--- src/design/ctet_pkg.sv ---
// ctet_pkg: beat types, event kind codes, register indexes and state encoding
// for the contact enter/stay/exit tracker; no dependencies
package ctet_pkg;

    localparam int KEY_W  = 16;
    localparam int KIND_W = 3;

    typedef struct packed {
        logic             func;
        logic [KEY_W-1:0] object_key;
        logic             is_dynamic;
        logic             has_tag;
    } in_beat_t;

    typedef struct packed {
        logic [KIND_W-1:0] event_kind;
        logic [KEY_W-1:0]  event_key;
        logic              last;
    } out_beat_t;

    // event kinds
    localparam logic [KIND_W-1:0] KIND_NONE  = 3'd0;
    localparam logic [KIND_W-1:0] KIND_ENTER = 3'd1;
    localparam logic [KIND_W-1:0] KIND_STAY  = 3'd2;
    localparam logic [KIND_W-1:0] KIND_EXIT  = 3'd3;
    localparam logic [KIND_W-1:0] KIND_FULL  = 3'd4;

    // input func codes
    localparam logic FUNC_HIT   = 1'b0;
    localparam logic FUNC_SWEEP = 1'b1;

    // configuration register indexes
    localparam logic CFG_ACTIVE  = 1'b0;
    localparam logic CFG_OWN_KEY = 1'b1;

    typedef enum logic [2:0] {
        ST_IDLE,
        ST_SCAN,
        ST_SWEEP,
        ST_SWEEP_RD,
        ST_EMIT
    } state_t;

endpackage

--- src/design/contact_enter_stay_exit_tracker.sv ---
// contact_enter_stay_exit_tracker: top level, key memory with sequential scan
// depends on ctet_pkg
//
//  channel | direction | handshake              | payload
//  --------+-----------+------------------------+--------------------------
//  in      | in        | in_valid / in_stall    | ctet_pkg::in_beat_t
//  out     | out       | out_valid / out_stall  | ctet_pkg::out_beat_t
//  cfg     | in        | cfg_we                 | cfg_index, cfg_data
//
// an item that makes no result (tracker inactive, over hit budget, filtered)
// is taken in ST_IDLE and dropped there. a hit report that reaches the table
// is compared against the key memory, which has one read port and is scanned
// one entry per cycle, then the result goes to the output register; a stay
// ends once its entry is compared. a sweep walks the table through the same
// read port, each exit beat going through ST_SWEEP_RD and ST_EMIT. reset
// clears valid and seen bits at once, no clearing pass.
// out_stall holds the output register and the result waiting for it; in_stall
// is high while an item is in work, including while its results wait.
module contact_enter_stay_exit_tracker #(
    parameter int TABLE_ENTRIES  = 16,
    parameter int HITS_PER_FRAME = 128
) (
    input  logic                clk,
    input  logic                rst_n,
    input  logic                cfg_we,
    input  logic                cfg_index,
    input  logic [15:0]         cfg_data,
    input  logic                in_valid,
    output logic                in_stall,
    input  ctet_pkg::in_beat_t  in_data,
    output logic                out_valid,
    input  logic                out_stall,
    output ctet_pkg::out_beat_t out_data
);
    import ctet_pkg::*;

    localparam int IDX_W = (TABLE_ENTRIES > 1) ? $clog2(TABLE_ENTRIES) : 1;
    localparam int CNT_W = $clog2(TABLE_ENTRIES + 1);
    localparam int HIT_W = $clog2(HITS_PER_FRAME + 1);

    localparam logic [CNT_W-1:0] CNT_END   = CNT_W'(TABLE_ENTRIES);
    localparam logic [HIT_W-1:0] HIT_LIMIT = HIT_W'(HITS_PER_FRAME);

    // configuration
    logic             active_reg;
    logic [KEY_W-1:0] own_key_reg;

    // control state
    state_t                   state_reg, state_next;
    logic [TABLE_ENTRIES-1:0] valid_reg, valid_next;
    logic [TABLE_ENTRIES-1:0] seen_reg, seen_next;
    logic [HIT_W-1:0]         hits_reg, hits_next;
    logic [CNT_W-1:0]         idx_reg, idx_next;
    logic                     chk_reg, chk_next;
    logic [IDX_W-1:0]         chk_idx_reg, chk_idx_next;
    logic                     free_found_reg, free_found_next;
    logic [IDX_W-1:0]         free_idx_reg, free_idx_next;
    logic                     ret_sweep_reg, ret_sweep_next;
    logic                     out_valid_reg, out_valid_next;

    // payload
    logic [KEY_W-1:0]  key_reg, key_next;
    logic [KIND_W-1:0] res_kind_reg, res_kind_next;
    logic [KEY_W-1:0]  res_key_reg, res_key_next;
    logic              res_last_reg, res_last_next;
    out_beat_t         out_data_reg, out_data_next;

    // key memory
    logic [KEY_W-1:0] key_mem [TABLE_ENTRIES];
    logic [KEY_W-1:0] rd_data_reg;
    logic [IDX_W-1:0] rd_addr;
    logic             mem_we;
    logic [IDX_W-1:0] mem_waddr;

    logic in_accept;
    logic out_free;
    logic chk_valid;
    logic match;
    logic filtered;

    assign in_stall  = (state_reg != ST_IDLE);
    assign in_accept = in_valid && !in_stall;
    assign out_free  = !out_valid_reg || !out_stall;
    assign out_valid = out_valid_reg;
    assign out_data  = out_data_reg;

    assign chk_valid = valid_reg[chk_idx_reg];
    assign match     = chk_reg && chk_valid && (rd_data_reg == key_reg);
    assign filtered  = (in_data.object_key == own_key_reg) || in_data.is_dynamic
                       || !in_data.has_tag;

    // key memory: one write port, one registered read port
    always_ff @(posedge clk)
    begin
        if (mem_we)
        begin
            key_mem[mem_waddr] <= key_reg;
        end
        rd_data_reg <= key_mem[rd_addr];
    end

    // configuration writes
    always_ff @(posedge clk or negedge rst_n)
    begin
        if (!rst_n)
        begin
            active_reg  <= 1'b0;
            own_key_reg <= '0;
        end
        else if (cfg_we)
        begin
            unique case (cfg_index)
                CFG_ACTIVE:  active_reg  <= cfg_data[0];
                CFG_OWN_KEY: own_key_reg <= cfg_data;
            endcase
        end
    end

    // control registers
    always_ff @(posedge clk or negedge rst_n)
    begin
        if (!rst_n)
        begin
            state_reg      <= ST_IDLE;
            valid_reg      <= '0;
            seen_reg       <= '0;
            hits_reg       <= '0;
            idx_reg        <= '0;
            chk_reg        <= 1'b0;
            chk_idx_reg    <= '0;
            free_found_reg <= 1'b0;
            free_idx_reg   <= '0;
            ret_sweep_reg  <= 1'b0;
            out_valid_reg  <= 1'b0;
        end
        else
        begin
            state_reg      <= state_next;
            valid_reg      <= valid_next;
            seen_reg       <= seen_next;
            hits_reg       <= hits_next;
            idx_reg        <= idx_next;
            chk_reg        <= chk_next;
            chk_idx_reg    <= chk_idx_next;
            free_found_reg <= free_found_next;
            free_idx_reg   <= free_idx_next;
            ret_sweep_reg  <= ret_sweep_next;
            out_valid_reg  <= out_valid_next;
        end
    end

    // payload registers
    always_ff @(posedge clk)
    begin
        key_reg      <= key_next;
        res_kind_reg <= res_kind_next;
        res_key_reg  <= res_key_next;
        res_last_reg <= res_last_next;
        out_data_reg <= out_data_next;
    end

    // next state and datapath control
    always_comb
    begin
        state_next      = state_reg;
        valid_next      = valid_reg;
        seen_next       = seen_reg;
        hits_next       = hits_reg;
        idx_next        = idx_reg;
        chk_next        = 1'b0;
        chk_idx_next    = chk_idx_reg;
        free_found_next = free_found_reg;
        free_idx_next   = free_idx_reg;
        ret_sweep_next  = ret_sweep_reg;
        key_next        = key_reg;
        res_kind_next   = res_kind_reg;
        res_key_next    = res_key_reg;
        res_last_next   = res_last_reg;
        out_data_next   = out_data_reg;
        rd_addr         = idx_reg[IDX_W-1:0];
        mem_we          = 1'b0;
        mem_waddr       = free_idx_reg;

        // output register drains independently of the item in work
        out_valid_next = out_valid_reg && out_stall;

        unique case (state_reg)
            ST_IDLE:
            begin
                if (in_accept && active_reg)
                begin
                    key_next = in_data.object_key;
                    idx_next = '0;
                    if (in_data.func == FUNC_SWEEP)
                    begin
                        state_next = ST_SWEEP;
                    end
                    else if (hits_reg < HIT_LIMIT)
                    begin
                        hits_next = hits_reg + 1'b1;
                        if (!filtered)
                        begin
                            free_found_next = 1'b0;
                            state_next      = ST_SCAN;
                        end
                    end
                end
            end

            ST_SCAN:
            begin
                // compare entry read last cycle, issue next read
                ret_sweep_next = 1'b0;
                res_key_next   = key_reg;
                res_last_next  = 1'b1;
                if (match)
                begin
                    seen_next[chk_idx_reg] = 1'b1;
                    res_kind_next          = KIND_STAY;
                    state_next             = ST_EMIT;
                end
                else
                begin
                    if (chk_reg && !chk_valid && !free_found_reg)
                    begin
                        free_found_next = 1'b1;
                        free_idx_next   = chk_idx_reg;
                    end
                    if (idx_reg < CNT_END)
                    begin
                        rd_addr      = idx_reg[IDX_W-1:0];
                        chk_next     = 1'b1;
                        chk_idx_next = idx_reg[IDX_W-1:0];
                        idx_next     = idx_reg + 1'b1;
                    end
                    else
                    begin
                        // whole table checked, no match: insert or flag full
                        state_next = ST_EMIT;
                        if (free_found_reg || (chk_reg && !chk_valid))
                        begin
                            mem_we    = 1'b1;
                            mem_waddr = free_found_reg ? free_idx_reg : chk_idx_reg;
                            valid_next[mem_waddr] = 1'b1;
                            seen_next[mem_waddr]  = 1'b1;
                            res_kind_next         = KIND_ENTER;
                        end
                        else
                        begin
                            res_kind_next = KIND_FULL;
                        end
                    end
                end
            end

            ST_SWEEP:
            begin
                if (idx_reg < CNT_END)
                begin
                    if (valid_reg[idx_reg[IDX_W-1:0]])
                    begin
                        if (seen_reg[idx_reg[IDX_W-1:0]])
                        begin
                            seen_next[idx_reg[IDX_W-1:0]] = 1'b0;
                            idx_next = idx_reg + 1'b1;
                        end
                        else
                        begin
                            // fetch the key of the leaving object
                            rd_addr    = idx_reg[IDX_W-1:0];
                            state_next = ST_SWEEP_RD;
                        end
                    end
                    else
                    begin
                        idx_next = idx_reg + 1'b1;
                    end
                end
                else
                begin
                    // closing marker
                    hits_next      = '0;
                    res_kind_next  = KIND_NONE;
                    res_key_next   = '0;
                    res_last_next  = 1'b1;
                    ret_sweep_next = 1'b0;
                    state_next     = ST_EMIT;
                end
            end

            ST_SWEEP_RD:
            begin
                valid_next[idx_reg[IDX_W-1:0]] = 1'b0;
                idx_next       = idx_reg + 1'b1;
                res_kind_next  = KIND_EXIT;
                res_key_next   = rd_data_reg;
                res_last_next  = 1'b0;
                ret_sweep_next = 1'b1;
                state_next     = ST_EMIT;
            end

            ST_EMIT:
            begin
                if (out_free)
                begin
                    out_valid_next           = 1'b1;
                    out_data_next.event_kind = res_kind_reg;
                    out_data_next.event_key  = res_key_reg;
                    out_data_next.last       = res_last_reg;
                    state_next = ret_sweep_reg ? ST_SWEEP : ST_IDLE;
                end
            end

            default:
            begin
                state_next = ST_IDLE;
            end
        endcase
    end

endmodule
--- config.mk ---
export PLATFORM = sky130hd
export DESIGN_NAME = contact_enter_stay_exit_tracker
export DESIGN_NICKNAME = d
export VERILOG_FILES = /design/src/design/ctet_pkg.sv /design/src/design/contact_enter_stay_exit_tracker.sv
export SDC_FILE = /design/constraint.sdc
export NUM_CORES = 1
export LEC_CHECK = 0
export ABC_AREA = 0
export BUFFER_PORTS_ARGS = -buffer_cell sky130_fd_sc_hd__buf_2
export CAP_MARGIN = 20
export CORE_MARGIN = 4
export CORE_UTILIZATION = 62
export CTS_BUF_LIST = sky130_fd_sc_hd__clkbuf_8
export DETAILED_ROUTE_END_ITERATION = 7
export GPL_TIMING_DRIVEN = 1
export HOLD_SLACK_MARGIN = 0.02
export PLACE_DENSITY = 0.82
export SYNTH_ARGS = -nofsm -noshare
export SYNTH_HDL_FRONTEND = slang
export SYNTH_SLANG_ARGS = --single-unit
--- constraint.sdc ---
create_clock -name clk -period 4.5 [get_ports clk]
set_clock_uncertainty 0.1 [all_clocks]
set_input_delay 0.225 -clock clk [delete_from_list [all_inputs] [get_ports clk]]
set_output_delay 0.225 -clock clk [all_outputs]
set_load 0.01 [all_outputs]
==> results.sh <==
export IMPL_status="finished, final reports clean"
export IMPL_hold_viol=0
export IMPL_drt_first_pass_iters=5
export IMPL_root_buffer="clkbuf_8"
export IMPL_path_clk_slew_ps=70
export IMPL_synth_ff_latch_count=405
export IMPL_ant_nets=0
export IMPL_rr_worst_depth=8
export IMPL_fin_setup_tns_ps=0
export IMPL_wl_met1_mm=14.3
export IMPL_min_path_cells=4
export IMPL_r2r_end="key_mem[8][2]$_DFFE_PP_"
export IMPL_fin_crit_sh_pct=81.7
export IMPL_syn_mean_instance_area_um2=16.7
export IMPL_grt_total_usage_pct=27.2
export IMPL_gp_congestion=0.943
export IMPL_reg2reg_from="chk_idx_reg[2]$_DFFE_PN0P_"
export IMPL_io_buffers=62
export IMPL_hpwl_mm=25.5
export IMPL_slowest_delay_ps=630
export IMPL_syn_cell_area_mm2=0.0165
export IMPL_r2r_setup_slack_ps=830
export IMPL_yosys_warnings=0
export IMPL_top_layer_used="met5"
export IMPL_vias=9630
export IMPL_switching_share_pct=29.3
export IMPL_crit_required_ps=4680
export IMPL_cts_tree="yes"
export IMPL_ys_seq_area_share_pct=70.5
export IMPL_worst_pin_slew_ps=1110
export IMPL_setup_viol=0
export IMPL_power_frac_comb_pct=20.3
export IMPL_dp_cells=1375
export IMPL_areaGrowthSynthToFinish_pct=14.6
export IMPL_path_class="flop to flop"
export IMPL_die_area_mm2=0.0293
export IMPL_synth_fp_nets=1033
export IMPL_synth_async_reset_ratio_pct=19.0
export IMPL_grt_first_pass_wirelength_mm=58.7
export IMPL_die_y_um=171
export IMPL_largest_reg_flops=256
export IMPL_grt_overflow_total=0
export IMPL_finalMaxSlewViolations=0
export IMPL_synth_edf_count=312
export IMPL_clock_fmax_ghz=0.272
export IMPL_grt_max_degree=78
export IMPL_crit_arrival_ps=3860
export IMPL_ir_worst_vdd_v=0.000319
export IMPL_final_common_cell="edfxtp_1"
export IMPL_nets=1188
export IMPL_ys_flop_type="edfxtp_1"
export IMPL_path_cells="mux4_2 -> o22ai_1 -> and2_1 -> o31ai_1 -> nor3_1 -> nand2_1 -> nor2_1 -> buf_4"
export IMPL_antenna_found_initial=2
export IMPL_share_clk_of_total_power_pct=30.4
export IMPL_cpMaxStageDelayCell="dfrtp_1"
export IMPL_wl_met2_mm=18.2
export IMPL_grt_setup_unrepaired="no"
export IMPL_vias_per_cell=6.30
export IMPL_wirelength_mm=38.3
export IMPL_min_path_type="input pin to flop"
export IMPL_rows=59
export IMPL_holdWs_ps=10.9
export IMPL_p_leak_nw=6.60
export IMPL_min_from="in_valid"
export IMPL_setup_worst_path_start="chk_idx_reg[2]$_DFFE_PN0P_"
export IMPL_crit_path_start_kind="flop"
export IMPL_wl_met3_mm=4.48
export IMPL_grt_pass1_vias=9622
export IMPL_maxCapViolCount=0
export IMPL_worst_path_max_fanout=15
export IMPL_postLayoutCoreUtil_pct=72.3
export IMPL_min_to="idx_reg[4]$_DFFE_PN0P_"
export IMPL_start_util_pct=63.1
export IMPL_power_density_mw_per_mm2=492
export IMPL_p_seq_share_pct=49.3
export IMPL_clockBufferDepth=3
export IMPL_core_area_mm2=0.0261
export IMPL_numCtsBuffers=60
export IMPL_layout_common_cells="edfxtp_1 (312), nand2_1 (113), mux4_2 (91)"
export IMPL_max_slew_margin_rel_pct=25.2
export IMPL_drive_gt1_share_pct=26.4
export IMPL_layout_cells_non_filler=1528
export IMPL_p_switching_mw=2.72
export IMPL_power_total_mw=9.29
export IMPL_synth_cell_types=48
export IMPL_p_int_mw=6.57
export IMPL_wl_per_cell_um=25.1
export IMPL_h_tree_depth=2
export IMPL_final_min_clock_period_ps=3670
export IMPL_cts_sinks=405
export IMPL_critPathCaptureType="flop"
export IMPL_num_io_pins=63
export IMPL_drc=0
export IMPL_drtIter0Drc=1147
export IMPL_netlist_instances=987
export IMPL_fp_dieW_um=171
export IMPL_clk_latency_ps=610
[area by class of cell]
type | instances | area, µm²
clock inverters | 47 | 259
well taps | 335 | 419
diodes | 1 | 2.50
flip-flops and latches | 405 | 11600
fillers | 1591 | 7240
clock buffers | 65 | 895
inverters | 10 | 37.5
multi-input cells | 523 | 4640
repair buffers | 142 | 1020
[kinds of logic (layout without fill, tap and decap cells)]
kind of cell	count (synthesis)	after routing	synth area share [%]
flops	405	405	70.5
simple gates	229	229	6.19
mux	139	139	15.6
compound gates	113	113	3.95
buf+inv	59	264	1.49
xor+xnor	37	37	1.97
fa+ha+maj	5	5	0.380
other cells	0	1	0
[repair_timing]
action                                 CTS  global route
hold buffers                            39             0
buffers inserted                         0             0
endpoints found under the hold margin  114             0
gates resized for setup                  0             0
[power groups by stage]
stage	logic, mW	registers, mW	clock network (mW)
2_1_floorplan	1.33	4.53	0
3_3_place_gp	1.79	4.64	0
3_5_place_dp	1.84	4.65	0
4_1_cts	1.87	4.58	2.85
5_1_grt	2.02	4.61	3.05
6_report	1.88	4.58	2.82
[worst max path at each step]
stage                                            to  slack, ps  depth (start not counted)
after floorplan             key_mem[2][0]$_DFFE_PP_       1330                          7
after global placement     key_mem[10][0]$_DFFE_PP_        600                          7
after detailed placement  key_mem[10][11]$_DFFE_PP_        890                          7
after CTS                  key_mem[10][8]$_DFFE_PP_        880                          7
after global routing        key_mem[8][4]$_DFFE_PP_        540                          8
final                       key_mem[8][2]$_DFFE_PP_        830                          8
[routing by layer]
layer | GRT usage [%] | vias up
met5 | 0 | -
met2 | 42.8 | 604
met1 | 38.2 | 4789
li1 | - | 4134
met3 | 7.02 | 101
met4 | 8.85 | 2
[worst max-delay path: cells and delay by family (launching register included)]
family	cells	cell delay, ps
buffers and inverters	1	290
flip-flops	1	630
multiplexers	1	580
AND/OR/NAND/NOR	4	1310
AO/OA/AOI/OAI	2	420
[stage by stage]
step,instance area [µm²],setup slack [ps]
floorplan,16500,1330
global placement,17300,603
detailed placement,17300,885
CTS,18900,880
global route,18900,544
finish,18900,826
[cell usage after synthesis (8+ instances only)]
| master | instances | area share (%) |
|---|---|---|
| edfxtp_1 | 312 | 57 |
| mux4_2 | 91 | 12 |
| nor2_1 | 45 | 1.0 |
| nand3_1 | 14 | 0.43 |
| clkbuf_1 | 33 | 0.75 |
| inv_1 | 10 | 0.23 |
| mux2i_1 | 21 | 1.3 |
| dfrtp_1 | 77 | 12 |
| dfxtp_1 | 16 | 1.9 |
| nor2b_1 | 8 | 0.30 |
| nand2b_1 | 9 | 0.34 |
| mux2_2 | 27 | 1.8 |
| nand2_1 | 113 | 2.6 |
| o21ai_0 | 41 | 1.2 |
| a21oi_1 | 41 | 1.2 |
| xnor2_1 | 18 | 0.96 |
| nand4_1 | 8 | 0.30 |
| xor2_1 | 19 | 1.0 |
(Power assumes the default switching activity.)
